`src/hw/rtl/kcc_pkg.sv`:
```
// Package for the Kelvin contact check sequencer.
// Holds the op codes, sizing constants, result beat layout and the bridge word table.
// Depends on nothing; the sequencer uses it by scoped names.
package kcc_pkg;

    // Op codes carried in the input tuser field.
    localparam logic [1:0] OP_START  = 2'd0;
    localparam logic [1:0] OP_TICK   = 2'd1;
    localparam logic [1:0] OP_SAMPLE = 2'd2;

    localparam int PROBES      = 4;
    localparam int OVERSAMPLE  = 16;
    localparam int SAMPLE_BITS = 12;

    localparam int OS_SHIFT   = $clog2(OVERSAMPLE);
    localparam int SUM_BITS   = SAMPLE_BITS + OS_SHIFT;
    localparam int PROBE_BITS = $clog2(PROBES + 1);
    localparam int IDX_BITS   = $clog2(PROBES);
    localparam int TIME_BITS  = 16;
    localparam int WORD_BITS  = 16;

    // Verdict pattern for full mode: probes 0 and 3 conduct, 1 and 2 do not.
    localparam logic [PROBES-1:0] PASS_PATTERN = 4'b1001;

    // Configuration register indexes.
    localparam logic [1:0] CFG_PROBE_TIME = 2'd0;
    localparam logic [1:0] CFG_THRESHOLD  = 2'd1;
    localparam logic [1:0] CFG_FULL_TEST  = 2'd2;
    localparam logic [1:0] CFG_BRIDGE     = 2'd3;

    // One result beat, listed from the highest bit down.
    typedef struct packed {
        logic [SAMPLE_BITS-1:0] measured_value;
        logic [IDX_BITS-1:0]    measured_index;
        logic                   measured_valid;
        logic                   adc_start;
        logic                   bridge_write;
        logic [WORD_BITS-1:0]   bridge_word;
        logic [PROBES-1:0]      probe_results;
        logic                   cc_short;
        logic                   passed;
        logic                   done_res;
    } t_result;

    // Relay arm bits for each probe step; the step after the last one
    // leaves only the base bits.
    function automatic logic [WORD_BITS-1:0] arm_bits(input logic [PROBE_BITS-1:0] probe);
        logic [WORD_BITS-1:0] w;
        begin
            case (probe)
                3'd0:    w = 16'h0009;
                3'd1:    w = 16'h0012;
                3'd2:    w = 16'h000C;
                3'd3:    w = 16'h0021;
                default: w = 16'h0000;
            endcase
            return w;
        end
    endfunction

endpackage

```
`src/hw/rtl/kelvin_contact_check_sequencer.sv`:
```
// Top level of the Kelvin contact check sequencer.
// Uses kcc_pkg for op codes, sizes, the result layout and the bridge word table.

// The sequencer takes one beat per clock on its input stream and gives exactly one
// result beat for each, in the cycle after acceptance, from a single output register.
// The whole state update (sample accumulation, tick counting, probe compare and
// verdict) is done by short logic between the accepted beat and that register, so a
// new beat is taken in every cycle in which the output register is empty or is being
// drained; a stalled consumer holds the input back only while the register is full.
// The input tuser carries the op (start, tick, ADC sample) and tdata the sample.
// A start returns the block to its prepare phase and clears the sample accumulation;
// the next tick drives the bridge word for probe 0. Each later tick counts toward
// probe_time: one tick early it strobes adc_start, and at probe_time it compares the
// latest 16-sample average with the threshold, reports that value, writes the next
// bridge word and clears the average. After the fourth probe it reports the verdict,
// then repeats that verdict on every further tick until the next start. Configuration
// is to be written through the plain write port only while the block is idle, a rule
// the block does not enforce; writes act at once; full_test is read when the verdict is formed.

module kelvin_contact_check_sequencer (
    input  logic        i_clk,
    input  logic        i_rst_n,
    // Configuration write port.
    input  logic        i_cfg_we,
    input  logic [1:0]  i_cfg_addr,
    input  logic [15:0] i_cfg_data,
    // Input stream.
    input  logic        s_axis_tvalid,
    output logic        s_axis_tready,
    input  logic [15:0] s_axis_tdata,  // [11:0] sample, [15:12] zero
    input  logic [1:0]  s_axis_tuser,  // [1:0] op
    // Result stream.
    output logic        m_axis_tvalid,
    input  logic        m_axis_tready,
    output logic [39:0] m_axis_tdata   // [0] done_res, [1] passed, [2] cc_short,
                                       // [6:3] probe_results, [22:7] bridge_word,
                                       // [23] bridge_write, [24] adc_start,
                                       // [25] measured_valid, [27:26] measured_index,
                                       // [39:28] measured_value
);

    localparam logic [1:0] PH_PREPARE = 2'd0;
    localparam logic [1:0] PH_PROCESS = 2'd1;
    localparam logic [1:0] PH_DONE    = 2'd2;

    // Configuration registers.
    logic [kcc_pkg::TIME_BITS-1:0]   r_probe_time;
    logic [kcc_pkg::SAMPLE_BITS-1:0] r_threshold;
    logic                            r_full_test;
    logic [kcc_pkg::WORD_BITS-1:0]   r_bridge_base;

    // Sequencer state.
    logic [1:0]                          r_phase,  n_phase;
    logic [kcc_pkg::TIME_BITS-1:0]       r_tick,   n_tick;
    logic [kcc_pkg::PROBE_BITS-1:0]      r_probe,  n_probe;
    logic [kcc_pkg::SAMPLE_BITS-1:0]     r_avg,    n_avg;
    logic [kcc_pkg::SUM_BITS-1:0]        r_sum,    n_sum;
    logic [kcc_pkg::OS_SHIFT-1:0]        r_cnt,    n_cnt;
    logic [kcc_pkg::PROBES-1:0]          r_res,    n_res;

    // Output register.
    logic             r_out_valid;
    kcc_pkg::t_result r_out, n_out;

    logic                            in_accept;
    logic [1:0]                      in_op;
    logic [kcc_pkg::SAMPLE_BITS-1:0] in_sample;
    logic [kcc_pkg::SUM_BITS-1:0]    sum_add;
    logic [kcc_pkg::TIME_BITS-1:0]   tick_inc;
    logic [kcc_pkg::IDX_BITS-1:0]    idx;
    logic [kcc_pkg::PROBE_BITS-1:0]  probe_inc;
    logic [kcc_pkg::PROBES-1:0]      res_upd;

    assign s_axis_tready = !r_out_valid || m_axis_tready;
    assign in_accept     = s_axis_tvalid && s_axis_tready;
    assign in_op         = s_axis_tuser;
    assign in_sample     = s_axis_tdata[kcc_pkg::SAMPLE_BITS-1:0];

    assign m_axis_tvalid = r_out_valid;
    assign m_axis_tdata  = r_out;

    assign sum_add   = r_sum + kcc_pkg::SUM_BITS'(in_sample);
    assign tick_inc  = r_tick + 1'b1;
    assign idx       = r_probe[kcc_pkg::IDX_BITS-1:0];
    assign probe_inc = r_probe + 1'b1;

    // The result bits with the current probe's compare folded in.
    always_comb begin
        res_upd      = r_res;
        res_upd[idx] = (r_avg > r_threshold);
    end

    always_comb begin
        n_phase = r_phase;
        n_tick  = r_tick;
        n_probe = r_probe;
        n_avg   = r_avg;
        n_sum   = r_sum;
        n_cnt   = r_cnt;
        n_res   = r_res;
        n_out   = '0;

        case (in_op)
            kcc_pkg::OP_START: begin
                n_phase = PH_PREPARE;
                n_sum   = '0;
                n_cnt   = '0;
            end
            kcc_pkg::OP_SAMPLE: begin
                // Every OVERSAMPLE-th sample closes a block and sets the average.
                if (r_cnt == kcc_pkg::OS_SHIFT'(kcc_pkg::OVERSAMPLE - 1)) begin
                    n_avg = sum_add[kcc_pkg::SUM_BITS-1:kcc_pkg::OS_SHIFT];
                    n_sum = '0;
                    n_cnt = '0;
                end else begin
                    n_sum = sum_add;
                    n_cnt = r_cnt + 1'b1;
                end
            end
            kcc_pkg::OP_TICK: begin
                if (r_phase == PH_PREPARE) begin
                    n_tick             = '0;
                    n_probe            = '0;
                    n_res              = '0;
                    n_out.bridge_word  = r_bridge_base | kcc_pkg::arm_bits('0);
                    n_out.bridge_write = 1'b1;
                    n_phase            = PH_PROCESS;
                end else if (r_phase == PH_PROCESS) begin
                    n_tick = tick_inc;
                    if (tick_inc == r_probe_time) begin
                        n_tick               = '0;
                        n_res                = res_upd;
                        n_out.measured_valid = 1'b1;
                        n_out.measured_index = idx;
                        n_out.measured_value = r_avg;
                        n_probe              = probe_inc;
                        n_out.bridge_word    = r_bridge_base | kcc_pkg::arm_bits(probe_inc);
                        n_out.bridge_write   = 1'b1;
                        n_avg                = '0;
                        if (probe_inc >= kcc_pkg::PROBE_BITS'(kcc_pkg::PROBES)) begin
                            n_phase             = PH_DONE;
                            n_out.done_res      = 1'b1;
                            n_out.probe_results = res_upd;
                            if (r_full_test) begin
                                n_out.passed = (res_upd == kcc_pkg::PASS_PATTERN);
                            end else begin
                                n_out.passed   = !(res_upd[1] || res_upd[2]);
                                n_out.cc_short = res_upd[1] || res_upd[2];
                            end
                        end
                    end else if (tick_inc == r_probe_time - 1'b1) begin
                        n_out.adc_start = 1'b1;
                    end
                end else begin
                    // Done: repeat the verdict with no strobes.
                    n_out.done_res      = 1'b1;
                    n_out.probe_results = r_res;
                    if (r_full_test) begin
                        n_out.passed = (r_res == kcc_pkg::PASS_PATTERN);
                    end else begin
                        n_out.passed   = !(r_res[1] || r_res[2]);
                        n_out.cc_short = r_res[1] || r_res[2];
                    end
                end
            end
            default: begin
                // Unused op: no state change, an all-zero result.
            end
        endcase
    end

    always_ff @(posedge i_clk) begin
        if (!i_rst_n) begin
            r_probe_time  <= kcc_pkg::TIME_BITS'(100);
            r_threshold   <= '0;
            r_full_test   <= 1'b0;
            r_bridge_base <= '0;
        end else if (i_cfg_we) begin
            case (i_cfg_addr)
                kcc_pkg::CFG_PROBE_TIME: r_probe_time  <= i_cfg_data;
                kcc_pkg::CFG_THRESHOLD:  r_threshold   <= i_cfg_data[kcc_pkg::SAMPLE_BITS-1:0];
                kcc_pkg::CFG_FULL_TEST:  r_full_test   <= i_cfg_data[0];
                kcc_pkg::CFG_BRIDGE:     r_bridge_base <= i_cfg_data;
                default: begin
                end
            endcase
        end
    end

    always_ff @(posedge i_clk) begin
        if (!i_rst_n) begin
            r_phase     <= PH_PREPARE;
            r_tick      <= '0;
            r_probe     <= '0;
            r_avg       <= '0;
            r_sum       <= '0;
            r_cnt       <= '0;
            r_res       <= '0;
            r_out_valid <= 1'b0;
        end else begin
            if (in_accept) begin
                r_phase     <= n_phase;
                r_tick      <= n_tick;
                r_probe     <= n_probe;
                r_avg       <= n_avg;
                r_sum       <= n_sum;
                r_cnt       <= n_cnt;
                r_res       <= n_res;
                r_out_valid <= 1'b1;
            end else if (m_axis_tready) begin
                r_out_valid <= 1'b0;
            end
        end
    end

    always_ff @(posedge i_clk) begin
        if (in_accept) begin
            r_out <= n_out;
        end
    end

`ifndef ASSERT_OFF
    a_probe_range: assert property (@(posedge i_clk) disable iff (!i_rst_n)
        r_probe <= kcc_pkg::PROBE_BITS'(kcc_pkg::PROBES))
        else $error("probe counter beyond last probe");

    a_done_probe: assert property (@(posedge i_clk) disable iff (!i_rst_n)
        r_phase == PH_DONE |-> r_probe == kcc_pkg::PROBE_BITS'(kcc_pkg::PROBES))
        else $error("done phase without all probes measured");

    a_measure_bridge: assert property (@(posedge i_clk) disable iff (!i_rst_n)
        r_out_valid && r_out.measured_valid |-> r_out.bridge_write)
        else $error("measurement reported without bridge switch");

    a_adc_vs_measure: assert property (@(posedge i_clk) disable iff (!i_rst_n)
        r_out_valid |-> !(r_out.adc_start && r_out.measured_valid))
        else $error("adc start and measurement on the same beat");

    a_tick_after_prepare: assert property (@(posedge i_clk) disable iff (!i_rst_n)
        in_accept && in_op == kcc_pkg::OP_TICK && r_phase == PH_PREPARE
        |=> r_phase == PH_PROCESS && r_out.bridge_write)
        else $error("first tick did not start the probe sequence");
`endif

endmodule
```
`config.mk`:
```
export PLATFORM = sky130hd
export DESIGN_NAME = kelvin_contact_check_sequencer
export DESIGN_NICKNAME = d
export VERILOG_FILES = /design/src/hw/rtl/kcc_pkg.sv /design/src/hw/rtl/kelvin_contact_check_sequencer.sv
export SDC_FILE = /design/constraint.sdc
export NUM_CORES = 1
export LEC_CHECK = 0
export ABC_AREA = 1
export BUFFER_PORTS_ARGS = -buffer_cell sky130_fd_sc_hd__clkbuf_2
export CAP_MARGIN = 0
export CORE_MARGIN = 5
export CORE_UTILIZATION = 64
export DETAILED_ROUTE_END_ITERATION = 8
export PLACE_DENSITY_LB_ADDON = 0.1
export SETUP_SLACK_MARGIN = 0.15
export SYNTH_ARGS = -nofsm -noshare
export SYNTH_HDL_FRONTEND = slang
export SYNTH_SLANG_ARGS = --single-unit
```
`constraint.sdc`:
```
create_clock -name i_clk -period 3.45 [get_ports i_clk]
set_input_delay 0.5175 -clock i_clk [delete_from_list [all_inputs] [get_ports i_clk]]
set_output_delay 0.5175 -clock i_clk [all_outputs]
set_load 0.01 [all_outputs]
```
==> results.toml <==
[sta]
worst_slew_pin_slew_ps = 981.6
period_share = 0.7988
clock_skew_ps = 7.490
slew_headroom = 0.3456
rsz0062_at_grt = "false"
finalHoldViolations = 0
setup_viol = 0
tns_ps = 0
max_clock_freq_mhz = 362.9
finalWorstSetupSlack_ps = 694.3
period_minus_slack_ps = 2756
slew_viol_final = 0

[logic_synthesis]
synth_edf_count = 40
synth_seq_area_share = 0.4207
synth_nets = 1113
ys_warn_count = 0
synth_flop_cell = "dfxtp_1"
avgSynthCellArea_um2 = 7.472
syn_inst = 1038
synth.distinct_cells = 45
synth_area_um2 = 7756
ys_ff_latch = 143
async_flop_share = 0

[worst_setup_path]
r2r_slack_ps = 690
critical_path_arrival_ps = 3010
crit_path_end_kind = "flop"
r2r-start = "r_tick[0]"
critPathLaunch = "r_tick[0]"
worstReg2RegEnd = "m_axis_tdata[13]"
cp_max_fo = 11
cp-endpoint = "m_axis_tdata[13]"
cp_data_required_time_ps = 3700
critPathSlowestCell = "dfxtp_1"
critPathLaunchType = "flop"
path_cells = "ha_1 -> nand2_1 -> nor2_4 -> nand2_1 -> nand2_1 -> nand2_1 -> inv_1 -> nand2_1 -> nand2_2 -> nand2_1 -> nor2_1 -> nand3_2 -> nand2_2 -> nand3_1 -> nor2_1"
rr_worst_depth = 15
crit_family = "simple AND/OR/NAND/NOR gates"
crit_top_cell = "nand2_1"
cp.depth = 15
path_buf_inv = 1
max_stage_delay_ps = 450
crit_type = "flop to flop"

[placement]
port_buffers = 78
hpwlAfterDp_um = 13180
place_area_um2 = 8253
dp_cells = 1243
place_congestion = 0.9124
dpl_worst_slack_ps = 777.4

[power]
power_mw = 4.099
p_per_area_nw_per_um2 = 462.8
ir_drop_mv = 0.3214
leakage_nw = 3.695

[route]
via_per_inst = 5.529
wl_per_cell_um = 14.48
ant_nets = 0
drtIter0Drc = 759
routed_wl_um = 18470
drc = 0
via_count = 7049
dr.pass1.iters = 5

[cts]
post_cts_buffers = 0
clock_latency_ps = 430
ctsHtreeMaxLevel = 4
cts_num_sinks = 143
cts_tree = "done"
clock_path_buffers = 2
cts_resized = 0
cts_buffers = 17
cts-root-buf = "clkbuf_16"
ctsHoldBuffers = 0
path_clk_slew_ps = 60

[grt]
grt_start_max_net_pins = 54
antenna_found_initial = 0
grtUsageTotal = 0.2625
first_global_vias = 6372
gr-total-overflow = 0
grt_first_pass_wirelength_um = 30350

[final_layout]
nFillCells = 953
area_growth_pct = 14.18
post-route-cell-area_um2 = 8856
mostFrequentLayoutCells = "nand2_1 (211), inv_1 (130), a21oi_1 (129)"
diodes = 0
final_common_cell = "nand2_1"
nets = 1190
instances_no_fill = 1275
seqCellArea_um2 = 3263
drive_gt1_frac = 0.1480
multi_input_area_um2 = 3851

[die]
die_area_um2 = 14420
die-width_um = 120.1
die_y_um = 120.1
io_pins = 83
initial_core_util = 0.6484
core-area_um2 = 11960
fp-row-count = 40

[run_status]
outcome = "complete, no violations"

[worst_hold_path]
hold_path_class = "primary input to flop"
min_from = "i_cfg_data[6]"

[flow_run]
maxCapViolations = 0
## worst min path at each step
stage          slack, ps  depth (start not counted)                end
6_report             380                          3    r_probe_time[6]
5_1_grt              400                          3  r_bridge_base[13]
4_1_cts              380                          3    r_probe_time[5]
3_5_place_dp         440                          2   r_bridge_base[0]
3_3_place_gp         440                          2   r_bridge_base[0]
2_1_floorplan        420                          2   r_bridge_base[3]
## sequential cells by signal (all words and copies together) (netlist names)
| register | cells |
|---|---|
| r_probe_time | 16 |
| r_threshold | 12 |
| m_axis_tvalid | 1 |
| r_phase | 2 |
| r_res | 4 |
| r_tick | 16 |
| r_bridge_base | 16 |
| r_cnt | 4 |
| m_axis_tdata | 40 |
| r_full_test | 1 |
| r_avg | 12 |
| r_probe | 3 |
| r_sum | 16 |
## cells by family after synthesis
logic type / Yosys count / synth area share
xor+xnor: 21 / 0.02371
fa+ha+maj: 34 / 0.05582
compound gates: 215 / 0.1460
flops: 143 / 0.4207
simple gates: 462 / 0.2710
buf+inv: 163 / 0.08275
## per-stage QoR
stage | hold WS (ps) | util
after global routing | 398.3 | 0.7404
after global placement | 435.8 | 0.6900
after detailed placement | 436.4 | 0.6900
after floorplan | 423.9 | -
after CTS | 376.8 | 0.7404
final | 383.5 | 0.7404
## synthesized netlist by cell type, types with 3 or more instances
cell type	n	area (um2)
or2_2	7	43.79
clkbuf_1	21	78.83
nand3_2	6	60.06
nand2_1	211	792.0
ha_1	33	412.9
dfxtp_1	103	2062
o21ai_0	61	305.3
xor2_1	14	122.6
edfxtp_1	40	1201
nand4_1	19	118.9
nor2_1	89	334.1
buf_6	3	33.78
nand2_2	11	68.82
nand3b_1	3	22.52
nor2_2	14	87.58
o211ai_1	5	37.54
nor3_1	9	45.04
xnor2_1	7	61.31
inv_2	4	15.01
o22ai_1	7	43.79
nand3_1	81	405.4
a21oi_1	129	645.6
nor2_4	5	56.30
inv_1	130	488.0
## layer usage
| metal | vias to the layer above | share of wire | track usage |
|---|---|---|---|
| li1 | 3604 | - | - |
| met1 | 3141 | 0.44 | 0.3481 |
| met2 | 275 | 0.46 | 0.4240 |
| met3 | 29 | 0.072 | 0.05891 |
| met4 | 0 | 0.021 | 0.09019 |
| met5 | - | 0 | 0 |
## power by group
group          total, mW  leakage, nW  internal (mW)  switching [mW]
Sequential          1.82         1.24           1.79          0.0300
Combinational      0.423         2.16          0.139           0.284
Clock               1.86        0.293           1.13           0.723
## cell type report
cell class | count | share of cell area
Multi-Input combinational cell | 732 | 0.4349
Tap cell | 147 | 0.02077
Clock inverter | 11 | 0.01483
Inverter | 136 | 0.05778
Timing Repair Buffer | 85 | 0.05001
Clock buffer | 21 | 0.05326
Sequential cell | 143 | 0.3685
## worst register-to-register path: stages (launching register included)
cell and delay, ps:
dfxtp_1 450, ha_1 250, nand2_1 110, nor2_4 200, nand2_1 80, nand2_1 60, nand2_1 70, inv_1 90
nand2_1 70, nand2_2 100, nand2_1 60, nor2_1 160, nand3_2 150, nand2_2 120, nand3_1 340, nor2_1 270
No activity file was read; power rests on OpenSTA's default activity.
